--- src/sv/adv_pkg.sv ---
// Shared types, constants and result builders for the archive directory validator.
// Depends on nothing; every other file of the block imports it.
package adv_pkg;

  // Parse phase of the current archive.
  typedef enum logic [1:0] {
    PH_DONE   = 2'd0,
    PH_HEADER = 2'd1,
    PH_ENTRY  = 2'd2
  } phase_t;

  // Result kinds.
  localparam logic [1:0] KIND_ENTRY  = 2'd0;
  localparam logic [1:0] KIND_ACCEPT = 2'd1;
  localparam logic [1:0] KIND_REJECT = 2'd2;

  // Reject codes.
  localparam logic [3:0] ERR_NONE     = 4'd0;
  localparam logic [3:0] ERR_SMALL    = 4'd1;
  localparam logic [3:0] ERR_MAGIC    = 4'd2;
  localparam logic [3:0] ERR_VERSION  = 4'd3;
  localparam logic [3:0] ERR_INDEXOFF = 4'd4;
  localparam logic [3:0] ERR_COUNT    = 4'd5;
  localparam logic [3:0] ERR_DIRFIT   = 4'd6;
  localparam logic [3:0] ERR_OFFSET   = 4'd7;
  localparam logic [3:0] ERR_NEGSIZE  = 4'd8;
  localparam logic [3:0] ERR_RANGE    = 4'd9;
  localparam logic [3:0] ERR_NONAME   = 4'd10;

  // Configuration register indexes.
  localparam int unsigned CFG_INDEX_W = 1;
  localparam logic [CFG_INDEX_W-1:0] CFG_FILE_SIZE   = 1'd0;
  localparam logic [CFG_INDEX_W-1:0] CFG_MAX_ENTRIES = 1'd1;
  localparam logic [19:0] MAX_ENTRIES_RESET = 20'd1000000;

  // Archive format constants.
  localparam logic [31:0] GOB_MAGIC     = 32'h2042_4F47;
  localparam logic [31:0] GOB_VERSION   = 32'd20;
  localparam logic [31:0] GOB_INDEX_OFF = 32'h0000_000C;
  localparam logic [31:0] HDR_LEN       = 32'h0000_0010;
  localparam logic [31:0] MIN_FILE_SIZE = 32'h0000_0098;

  // Byte positions within the header and within a directory entry.
  localparam logic [7:0] POS_MAGIC_END   = 8'd3;
  localparam logic [7:0] POS_VERSION_END = 8'd7;
  localparam logic [7:0] POS_INDEX_END   = 8'd11;
  localparam logic [7:0] POS_HDR_LAST    = 8'd15;
  localparam logic [7:0] POS_OFFSET_END  = 8'd3;
  localparam logic [7:0] POS_SIZE_END    = 8'd7;
  localparam logic [7:0] POS_NAME        = 8'd8;
  localparam logic [7:0] POS_ENT_LAST    = 8'd135;

  // Depth of the result queue.
  localparam int unsigned RES_FIFO_DEPTH = 4;

  // One result item.
  typedef struct packed {
    logic [1:0]  kind;
    logic [19:0] entry_index;
    logic [30:0] entry_offset;
    logic [30:0] entry_size;
    logic [31:0] archive_end;
    logic [3:0]  error_code;
    logic        last;
  } res_t;

  // Write strobes from the parser into the result queue.
  typedef struct packed {
    logic first;
    logic second;
  } res_wr_t;

  function automatic res_t make_reject(input logic [3:0] code);
    res_t r;
    r            = '0;
    r.kind       = KIND_REJECT;
    r.error_code = code;
    r.last       = 1'b1;
    return r;
  endfunction

  function automatic res_t make_record(input logic [19:0] idx, input logic [30:0] off,
                                       input logic [30:0] sz);
    res_t r;
    r              = '0;
    r.kind         = KIND_ENTRY;
    r.entry_index  = idx;
    r.entry_offset = off;
    r.entry_size   = sz;
    return r;
  endfunction

  function automatic res_t make_accept(input logic [31:0] end_pos);
    res_t r;
    r             = '0;
    r.kind        = KIND_ACCEPT;
    r.archive_end = end_pos;
    r.last        = 1'b1;
    return r;
  endfunction

endpackage

--- src/sv/adv_parser.sv ---
// Byte parser: input register, header and directory entry checks, result generation.
// Depends on adv_pkg.
module adv_parser
  import adv_pkg::*;
(
  input  logic        clk,
  input  logic        rst,
  input  logic        in_valid,
  output logic        in_ready,
  input  logic [7:0]  byte_value,
  input  logic        restart,
  input  logic [31:0] file_size,
  input  logic [19:0] max_entries,
  input  logic        room,
  output res_wr_t     wr,
  output res_t        res0,
  output res_t        res1
);

  // Input register stage.
  logic       stage_valid;
  logic [7:0] stage_byte;
  logic       stage_restart;
  logic       go;

  // Parse state.
  phase_t      phase, phase_next;
  logic [7:0]  byte_position, byte_position_next;
  logic [31:0] word_assembly, word_assembly_next;
  logic [19:0] entry_count, entry_count_next;
  logic [19:0] current_entry, current_entry_next;
  logic [31:0] held_offset, held_offset_next;
  logic [31:0] held_size, held_size_next;
  logic [27:0] directory_end, directory_end_next;
  logic [32:0] running_end, running_end_next;

  // Working values for the current byte.
  phase_t      ph_cur;
  logic [7:0]  pos_cur;
  logic [31:0] wa_shift;
  logic        small_file;
  logic        count_bad;
  logic [27:0] dir_bytes;
  logic [27:0] dir_end;
  logic        dir_bad;
  logic        off_bad;
  logic [31:0] room_after_off;
  logic        range_bad;
  logic [32:0] member_end;
  logic [32:0] end_max;
  logic        last_entry;

  // A request moves in when the stage is empty or its byte is processed this cycle.
  assign go       = stage_valid && room;
  assign in_ready = !stage_valid || go;

  always_ff @(posedge clk) begin
    if (rst) begin
      stage_valid <= 1'b0;
    end else if (in_ready) begin
      stage_valid <= in_valid;
    end
    if (in_ready && in_valid) begin
      stage_byte    <= byte_value;
      stage_restart <= restart;
    end
  end

  // A restart byte sees a cleared parse in the header phase.
  assign ph_cur   = stage_restart ? PH_HEADER : phase;
  assign pos_cur  = stage_restart ? 8'd0 : byte_position;
  assign wa_shift = {stage_byte, (stage_restart ? 24'd0 : word_assembly[31:8])};

  assign small_file = file_size < MIN_FILE_SIZE;

  // Entry count checks; the directory size is count * 136 as a shift-add.
  assign count_bad = wa_shift[31] || (wa_shift == 32'd0) || (wa_shift > {12'd0, max_entries});
  assign dir_bytes = {1'b0, wa_shift[19:0], 7'd0} + {5'd0, wa_shift[19:0], 3'd0};
  assign dir_end   = dir_bytes + HDR_LEN[27:0];
  assign dir_bad   = (file_size >= HDR_LEN) && ({4'd0, dir_end} > file_size);

  // Entry checks on the first name byte.
  assign off_bad        = held_offset[31] || (held_offset < {4'd0, directory_end});
  assign room_after_off = file_size - held_offset;
  assign range_bad      = (held_offset > file_size) || (held_size > room_after_off);
  assign member_end     = {1'b0, held_offset} + {1'b0, held_size};
  assign end_max        = (member_end > running_end) ? member_end : running_end;
  assign last_entry     = ({1'b0, current_entry} + 21'd1) >= {1'b0, entry_count};

  // Next state and results for the byte in the stage.
  always_comb begin
    phase_next         = stage_restart ? PH_HEADER : phase;
    byte_position_next = pos_cur;
    word_assembly_next = stage_restart ? 32'd0 : word_assembly;
    entry_count_next   = stage_restart ? 20'd0 : entry_count;
    current_entry_next = stage_restart ? 20'd0 : current_entry;
    held_offset_next   = stage_restart ? 32'd0 : held_offset;
    held_size_next     = stage_restart ? 32'd0 : held_size;
    directory_end_next = stage_restart ? 28'd0 : directory_end;
    running_end_next   = stage_restart ? 33'd0 : running_end;
    wr                 = '0;
    res0               = '0;
    res1               = '0;

    if (stage_restart && small_file) begin
      res0       = make_reject(ERR_SMALL);
      wr.first   = 1'b1;
      phase_next = PH_DONE;
    end else if (ph_cur == PH_HEADER) begin
      word_assembly_next = wa_shift;
      byte_position_next = pos_cur + 8'd1;
      if (pos_cur == POS_MAGIC_END && wa_shift != GOB_MAGIC) begin
        res0       = make_reject(ERR_MAGIC);
        wr.first   = 1'b1;
        phase_next = PH_DONE;
      end else if (pos_cur == POS_VERSION_END && wa_shift != GOB_VERSION) begin
        res0       = make_reject(ERR_VERSION);
        wr.first   = 1'b1;
        phase_next = PH_DONE;
      end else if (pos_cur == POS_INDEX_END && wa_shift != GOB_INDEX_OFF) begin
        res0       = make_reject(ERR_INDEXOFF);
        wr.first   = 1'b1;
        phase_next = PH_DONE;
      end else if (pos_cur == POS_HDR_LAST) begin
        if (count_bad) begin
          res0       = make_reject(ERR_COUNT);
          wr.first   = 1'b1;
          phase_next = PH_DONE;
        end else if (dir_bad) begin
          res0       = make_reject(ERR_DIRFIT);
          wr.first   = 1'b1;
          phase_next = PH_DONE;
        end else begin
          entry_count_next   = wa_shift[19:0];
          directory_end_next = dir_end;
          running_end_next   = {5'd0, dir_end};
          current_entry_next = 20'd0;
          byte_position_next = 8'd0;
          phase_next         = PH_ENTRY;
        end
      end
    end else if (ph_cur == PH_ENTRY) begin
      word_assembly_next = wa_shift;
      if (pos_cur >= POS_ENT_LAST) begin
        byte_position_next = 8'd0;
        current_entry_next = current_entry + 20'd1;
      end else begin
        byte_position_next = pos_cur + 8'd1;
      end
      if (pos_cur == POS_OFFSET_END) begin
        held_offset_next = wa_shift;
      end else if (pos_cur == POS_SIZE_END) begin
        held_size_next = wa_shift;
      end else if (pos_cur == POS_NAME) begin
        if (off_bad) begin
          res0       = make_reject(ERR_OFFSET);
          wr.first   = 1'b1;
          phase_next = PH_DONE;
        end else if (held_size[31]) begin
          res0       = make_reject(ERR_NEGSIZE);
          wr.first   = 1'b1;
          phase_next = PH_DONE;
        end else if (range_bad) begin
          res0       = make_reject(ERR_RANGE);
          wr.first   = 1'b1;
          phase_next = PH_DONE;
        end else if (stage_byte == 8'd0) begin
          res0       = make_reject(ERR_NONAME);
          wr.first   = 1'b1;
          phase_next = PH_DONE;
        end else begin
          res0             = make_record(current_entry, held_offset[30:0], held_size[30:0]);
          wr.first         = 1'b1;
          running_end_next = end_max;
          if (last_entry) begin
            res1       = make_accept(end_max[31:0]);
            wr.second  = 1'b1;
            phase_next = PH_DONE;
          end
        end
      end
    end

    // Nothing moves unless the byte is actually processed.
    if (!go) begin
      wr = '0;
    end
  end

  always_ff @(posedge clk) begin
    if (rst) begin
      phase         <= PH_DONE;
      byte_position <= 8'd0;
      word_assembly <= 32'd0;
      entry_count   <= 20'd0;
      current_entry <= 20'd0;
      held_offset   <= 32'd0;
      held_size     <= 32'd0;
      directory_end <= 28'd0;
      running_end   <= 33'd0;
    end else if (go) begin
      phase         <= phase_next;
      byte_position <= byte_position_next;
      word_assembly <= word_assembly_next;
      entry_count   <= entry_count_next;
      current_entry <= current_entry_next;
      held_offset   <= held_offset_next;
      held_size     <= held_size_next;
      directory_end <= directory_end_next;
      running_end   <= running_end_next;
    end
  end

endmodule

--- src/sv/adv_result_fifo.sv ---
// Result queue: takes up to two results a cycle, hands out one per output request.
// Depends on adv_pkg; DEPTH must be a power of two of at least 2.
module adv_result_fifo
  import adv_pkg::*;
#(
  parameter int unsigned DEPTH = RES_FIFO_DEPTH
) (
  input  logic    clk,
  input  logic    rst,
  input  res_wr_t wr,
  input  res_t    din0,
  input  res_t    din1,
  output logic    room,
  output logic    out_valid,
  input  logic    out_ready,
  output res_t    dout
);

  localparam int unsigned PTR_W = $clog2(DEPTH);
  localparam int unsigned CNT_W = PTR_W + 1;

  res_t             mem [DEPTH];
  logic [PTR_W-1:0] wr_ptr;
  logic [PTR_W-1:0] rd_ptr;
  logic [CNT_W-1:0] count;
  logic [CNT_W-1:0] push_n;
  logic             pop;

  // Room for two more results, whatever leaves this cycle.
  assign room      = count <= CNT_W'(DEPTH - 2);
  assign out_valid = count != '0;
  assign dout      = mem[rd_ptr];
  assign pop       = out_valid && out_ready;
  assign push_n    = CNT_W'(wr.first) + CNT_W'(wr.second);

  always_ff @(posedge clk) begin
    if (rst) begin
      wr_ptr <= '0;
      rd_ptr <= '0;
      count  <= '0;
    end else begin
      wr_ptr <= wr_ptr + push_n[PTR_W-1:0];
      if (pop) begin
        rd_ptr <= rd_ptr + PTR_W'(1);
      end
      count <= count + push_n - CNT_W'(pop);
    end
  end

  // Storage writes; the second result goes right behind the first.
  always_ff @(posedge clk) begin
    if (wr.first) begin
      mem[wr_ptr] <= din0;
    end
    if (wr.second) begin
      mem[wr_ptr + PTR_W'(1)] <= din1;
    end
  end

endmodule

--- src/sv/archive_directory_validator.sv ---
// Top level of the archive directory validator: configuration registers, parser, result queue.
// Depends on adv_pkg, adv_parser and adv_result_fifo.
//
//   Channel  Handshake                Payload
//   input    in_valid / in_ready      byte_value, restart
//   output   out_valid / out_ready    kind, entry_index, entry_offset, entry_size,
//                                     archive_end, error_code, last
//   config   cfg_valid / cfg_ready    cfg_index, cfg_data
//
// One byte is taken per cycle; it is checked while it sits in the input register,
// and its results are then written into the queue. A byte makes zero, one or two
// results; the queue drains one result per cycle while out_ready is high. The input
// side stalls only while the queue lacks room for two results. Reset clears the
// parse to the finished phase and empties the queue; cfg_ready is always high.
module archive_directory_validator
  import adv_pkg::*;
#(
  parameter int unsigned FIFO_DEPTH = RES_FIFO_DEPTH
) (
  input  logic                   clk,
  input  logic                   rst,
  input  logic                   in_valid,
  output logic                   in_ready,
  input  logic [7:0]             byte_value,
  input  logic                   restart,
  output logic                   out_valid,
  input  logic                   out_ready,
  output logic [1:0]             kind,
  output logic [19:0]            entry_index,
  output logic [30:0]            entry_offset,
  output logic [30:0]            entry_size,
  output logic [31:0]            archive_end,
  output logic [3:0]             error_code,
  output logic                   last,
  input  logic                   cfg_valid,
  output logic                   cfg_ready,
  input  logic [CFG_INDEX_W-1:0] cfg_index,
  input  logic [31:0]            cfg_data
);

  logic [31:0] file_size;
  logic [19:0] max_entries;
  logic        room;
  res_wr_t     wr;
  res_t        res0;
  res_t        res1;
  res_t        head;

  // Configuration registers.
  assign cfg_ready = 1'b1;

  always_ff @(posedge clk) begin
    if (rst) begin
      file_size   <= 32'd0;
      max_entries <= MAX_ENTRIES_RESET;
    end else if (cfg_valid && cfg_ready) begin
      case (cfg_index)
        CFG_FILE_SIZE:   file_size   <= cfg_data;
        CFG_MAX_ENTRIES: max_entries <= cfg_data[19:0];
        default: ;
      endcase
    end
  end

  adv_parser u_parser (
    .clk         (clk),
    .rst         (rst),
    .in_valid    (in_valid),
    .in_ready    (in_ready),
    .byte_value  (byte_value),
    .restart     (restart),
    .file_size   (file_size),
    .max_entries (max_entries),
    .room        (room),
    .wr          (wr),
    .res0        (res0),
    .res1        (res1)
  );

  adv_result_fifo #(
    .DEPTH (FIFO_DEPTH)
  ) u_fifo (
    .clk       (clk),
    .rst       (rst),
    .wr        (wr),
    .din0      (res0),
    .din1      (res1),
    .room      (room),
    .out_valid (out_valid),
    .out_ready (out_ready),
    .dout      (head)
  );

  // Result fields from the queue head.
  assign kind         = head.kind;
  assign entry_index  = head.entry_index;
  assign entry_offset = head.entry_offset;
  assign entry_size   = head.entry_size;
  assign archive_end  = head.archive_end;
  assign error_code   = head.error_code;
  assign last         = head.last;

endmodule

--- config.mk ---
export PLATFORM = sky130hd
export DESIGN_NAME = archive_directory_validator
export DESIGN_NICKNAME = d
export VERILOG_FILES = /design/src/sv/adv_pkg.sv /design/src/sv/adv_parser.sv /design/src/sv/adv_result_fifo.sv /design/src/sv/archive_directory_validator.sv
export SDC_FILE = /design/constraint.sdc
export NUM_CORES = 2
export LEC_CHECK = 0
export BUFFER_PORTS_ARGS = -buffer_cell sky130_fd_sc_hd__buf_4
export CAP_MARGIN = 20
export CORE_ASPECT_RATIO = 0.5
export CORE_MARGIN = 3
export CORE_UTILIZATION = 60
export CTS_BUF_LIST = sky130_fd_sc_hd__clkbuf_4
export CTS_CLUSTER_DIAMETER = 50
export DETAILED_ROUTE_END_ITERATION = 16
export GPL_TIMING_DRIVEN = 1
export PLACE_DENSITY_LB_ADDON = 0.25
export SLEW_MARGIN = 0
export SYNTH_ARGS = -nofsm -noshare
export SYNTH_HDL_FRONTEND = slang
export SYNTH_HIERARCHICAL = 1
export SYNTH_SLANG_ARGS = --single-unit
--- constraint.sdc ---
create_clock -name clk -period 31.5 [get_ports clk]
set_input_delay 6.3 -clock clk [delete_from_list [all_inputs] [get_ports clk]]
set_output_delay 6.3 -clock clk [all_outputs]
set_load 0.02 [all_outputs]
==> insert_results.sql <==
INSERT INTO impl_metrics (metric_group, metric, value, unit) VALUES
('power_and_ir_drop', 'combPwrFrac', '0.198', ''),
('global_routing', 'gr-total-overflow', '0', ''),
('floorplan', 'initial_core_util', '0.611', ''),
('global_routing', 'grt_antenna_before_repair', '5', ''),
('synth', 'netlist_top_cells_count', '493 x sky130_fd_sc_hd__edfxtp_1, 488 x sky130_fd_sc_hd__mux2_2, 261 x sky130_fd_sc_hd__dfxtp_1', ''),
('synth', 'yosys.cell_count.top_type', 'sky130_fd_sc_hd__edfxtp_1', ''),
('drt', 'num_vias', '33300', ''),
('synth', 'yosys.cell_types.count', '101', ''),
('drt', 'first_pass_iters', '6', ''),
('synth', 'synthesized_netlist_cell_count', '3947', ''),
('floorplan', 'die_h', '200', 'um'),
('floorplan', 'chipWidth', '393', 'um'),
('critical_path', 'worst_setup_path_start_kind', 'flop', ''),
('synth', 'synth_area', '0.0450', 'mm^2'),
('min_path', 'timing.hold.worst.class', 'reg -> reg', ''),
('critical_path', 'regToRegEndpoint', 'u_fifo/mem[1][72]$_DFFE_PP_', ''),
('placed_design', 'buffer_ports.inserted', '169', ''),
('global_routing', 'gr-usage-met2', '0.478', ''),
('synth', 'asyncSetResetFlopFracSynth', '0', ''),
('status', 'outcome', 'finished, final reports clean', ''),
('global_routing', 'track_usage', '0.330', ''),
('final_layout', 'areaGrowthSynthToFinish', '9.09', '%'),
('power_and_ir_drop', 'switching_share', '0.293', ''),
('clock_tree', 'cts_resized', '0', ''),
('critical_path', 'cp.arrival', '4.49', 'ns'),
('critical_path', 'timing.critical_path.fanout_max', '45', ''),
('power_and_ir_drop', 'p_leak', '18.8', 'nW'),
('critical_path', 'crit_path_cell_trace', 'buf_4 > buf_4 > mux4_2 > buf_4', ''),
('timing', 'number_of_failing_setup_endpoints_in_the_final_timing_report', '0', ''),
('critical_path', 'critical_path.most_common_cell', 'sky130_fd_sc_hd__buf_4', ''),
('drt', 'post_drt_wl_per_cell', '24.7', 'um'),
('global_routing', 'global_route_wire_length_before_repair', '195000', 'um'),
('synth', 'synthDominantCellAreaShare', '0.329', ''),
('final_layout', 'final_layout_size_suffix_gt1_frac', '0.276', ''),
('timing', 'timing.fmax', '92.7', 'MHz'),
('clock_tree', 'cts_setup_buffers', '0', ''),
('global_routing', 'groute.layer.met3.usage', '0.0967', ''),
('clock_tree', 'cts_sinks', '754', ''),
('timing', 'fin_crit_sh', '0.342', ''),
('clock_tree', 'clock_path_buffers', '3', ''),
('clock_tree', 'clkTransAtPathRegs', '0.08', 'ns'),
('global_routing', 'first_global_vias', '31800', ''),
('power_and_ir_drop', 'switchingPower', '0.705', 'mW'),
('critical_path', 'worst_path_largest_cell_delay', '1.01', 'ns'),
('floorplan', 'core_area', '0.0737', 'mm^2'),
('min_path', 'hold_crit_endpoint', 'u_parser/entry_count[0]$_SDFFE_PP0P_', ''),
('synth', 'commonest_register_cell_after_synthesis', 'sky130_fd_sc_hd__edfxtp_1', ''),
('final_layout', 'design.final.nets', '4447', ''),
('drt', 'drt-total-wl', '131000', 'um'),
('synth', 'yosysSeqAreaShare', '0.445', ''),
('power_and_ir_drop', 'power.share.sequential', '0.451', ''),
('critical_path', 'cp.required', '25.20', 'ns'),
('critical_path', 'reg2reg_from', 'u_parser/stage_restart$_DFFE_PP_', ''),
('clock_tree', 'cts_made_buffers', '172', ''),
('critical_path', 'cp.buffers_inverters', '3', ''),
('timing', 'min_period', '10.79', 'ns'),
('clock_tree', 'tritoncts', 'built', ''),
('timing', 'finalMaxSlewViolations', '0', ''),
('power_and_ir_drop', 'clock_group_share_of_total_power', '0.351', ''),
('drt', 'detailedRoute.firstIterationViolations', '3492', ''),
('flow_run', 'maxCapViolCount', '0', ''),
('power_and_ir_drop', 'cell_internal_pwr', '1.70', 'mW'),
('synth', 'ys_top_cells_by_area', 'sky130_fd_sc_hd__edfxtp_1 33%, sky130_fd_sc_hd__mux2_2 12%, sky130_fd_sc_hd__dfxtp_1 12%', ''),
('timing', 'report.final.hold_viol_count', '0', ''),
('timing', 'final.hold.worst_slack', '0.470', 'ns'),
('clock_tree', 'worstSkewPairLatency', '1.05', 'ns'),
('critical_path', 'worst-r2r-cell-count', '25', ''),
('critical_path', 'worst_path_dominant_cell_family', 'buffers and inverters', ''),
('floorplan', 'num_ports', '171', ''),
('synth', 'flops_latches_synth', '754', ''),
('global_routing', 'met1_usage', '0.481', '');
[per-layer routing]
metal / wire, um / vias up
met5: 9 / -
met4: 3270 / 2
met3: 14900 / 208
met2: 56000 / 1658
met1: 57000 / 16400
li1: - / 15100
[cells by family (layout without fill, tap and decap cells)]
| kind of cell | after synthesis | after routing | synth area share |
|---|---|---|---|
| mux | 664 | 664 | 0.195 |
| other cells | 2 | 124 | 0.000167 |
| flops | 754 | 754 | 0.445 |
| xor+xnor | 102 | 102 | 0.0205 |
| compound gates | 705 | 705 | 0.103 |
| simple gates | 928 | 928 | 0.105 |
| buf+inv | 543 | 767 | 0.0615 |
| fa+ha+maj | 249 | 249 | 0.0698 |
[flip-flops by register name, summed over array words and instances (netlist names), 8 cells and up, named ones only]
signal,count
file_size,32
max_entries,20
u_fifo/mem,484
u_parser/byte_position,8
u_parser/current_entry,20
u_parser/directory_end,28
u_parser/entry_count,20
u_parser/held_offset,32
u_parser/held_size,32
u_parser/running_end,33
u_parser/stage_byte,8
u_parser/word_assembly,24
[worst max-delay path by stage]
stage | from | endpoint | slack (ns) | cells after the start
floorplan | u_parser/stage_restart$_DFFE_PP_ | u_fifo/mem[0][0]$_DFFE_PP_ | 16.67 | 28
global placement | flop | entry_offset[11] | 21.71 | 4
detailed placement | flop | entry_offset[4] | 21.65 | 4
CTS | flop | entry_offset[4] | 20.45 | 4
global route | flop | entry_offset[4] | 20.21 | 4
finish | flop | entry_offset[4] | 20.71 | 4
[cell usage in the layout (no fill, tap or decap), drive strengths merged, types with 55 or more instances in the layout]
| cell type | n |
|---|---|
| nor3 | 74 |
| a21oi | 187 |
| nor2 | 255 |
| inv | 216 |
| nand3 | 71 |
| mux2i | 55 |
| and2 | 60 |
| nand2 | 191 |
| dfxtp | 261 |
| nand2b | 72 |
| conb | 121 |
| xnor2 | 58 |
| ha | 246 |
| clkbuf | 258 |
| a22oi | 100 |
| edfxtp | 493 |
| mux2 | 488 |
| o21ai | 164 |
| mux4 | 121 |
| buf | 240 |
[layout make-up]
type                            count  area (um^2)
Sequential cell                   754        20000
Clock inverter                     56          432
Tap cell                         1008         1260
Inverter                          213          800
Multi-Input combinational cell   2769        22800
Timing Repair Buffer              241         1850
Fill cell                        5659        24600
Clock buffer                      257         1930
Antenna cell                        3         7.51
[power by group through the flow]
| stage | Sequential (mW) | Clock [mW] | Combinational (mW) |
|---|---|---|---|
| floorplan | 1.08 | 0 | 0.355 |
| global placement | 1.11 | 0 | 0.464 |
| detailed placement | 1.11 | 0 | 0.471 |
| CTS | 1.09 | 0.862 | 0.473 |
| global route | 1.09 | 0.915 | 0.509 |
| finish | 1.09 | 0.845 | 0.476 |
[metrics by stage]
stage / instance area [um^2] / worst slack [ns] / std cells
2_1_floorplan: 45400 / 16.67 / 4066
3_3_place_gp: 46700 / 21.71 / 4983
3_5_place_dp: 46700 / 21.65 / 4983
4_1_cts: 49000 / 20.45 / 5296
5_1_grt: 49100 / 20.21 / 5300
6_report: 49100 / 20.71 / 5301
[worst register-to-register path: cells and delay by family (launching register included)]
| kind | cells | cell delay [ns] |
|---|---|---|
| compound gates | 9 | 2.33 |
| xor+xnor | 1 | 0.68 |
| fa+ha+maj | 2 | 0.79 |
| buf+inv | 4 | 2.11 |
| flops | 1 | 0.36 |
| mux | 1 | 0.29 |
| simple gates | 8 | 1.71 |
Note: power is estimated with default switching activity, not from simulation.
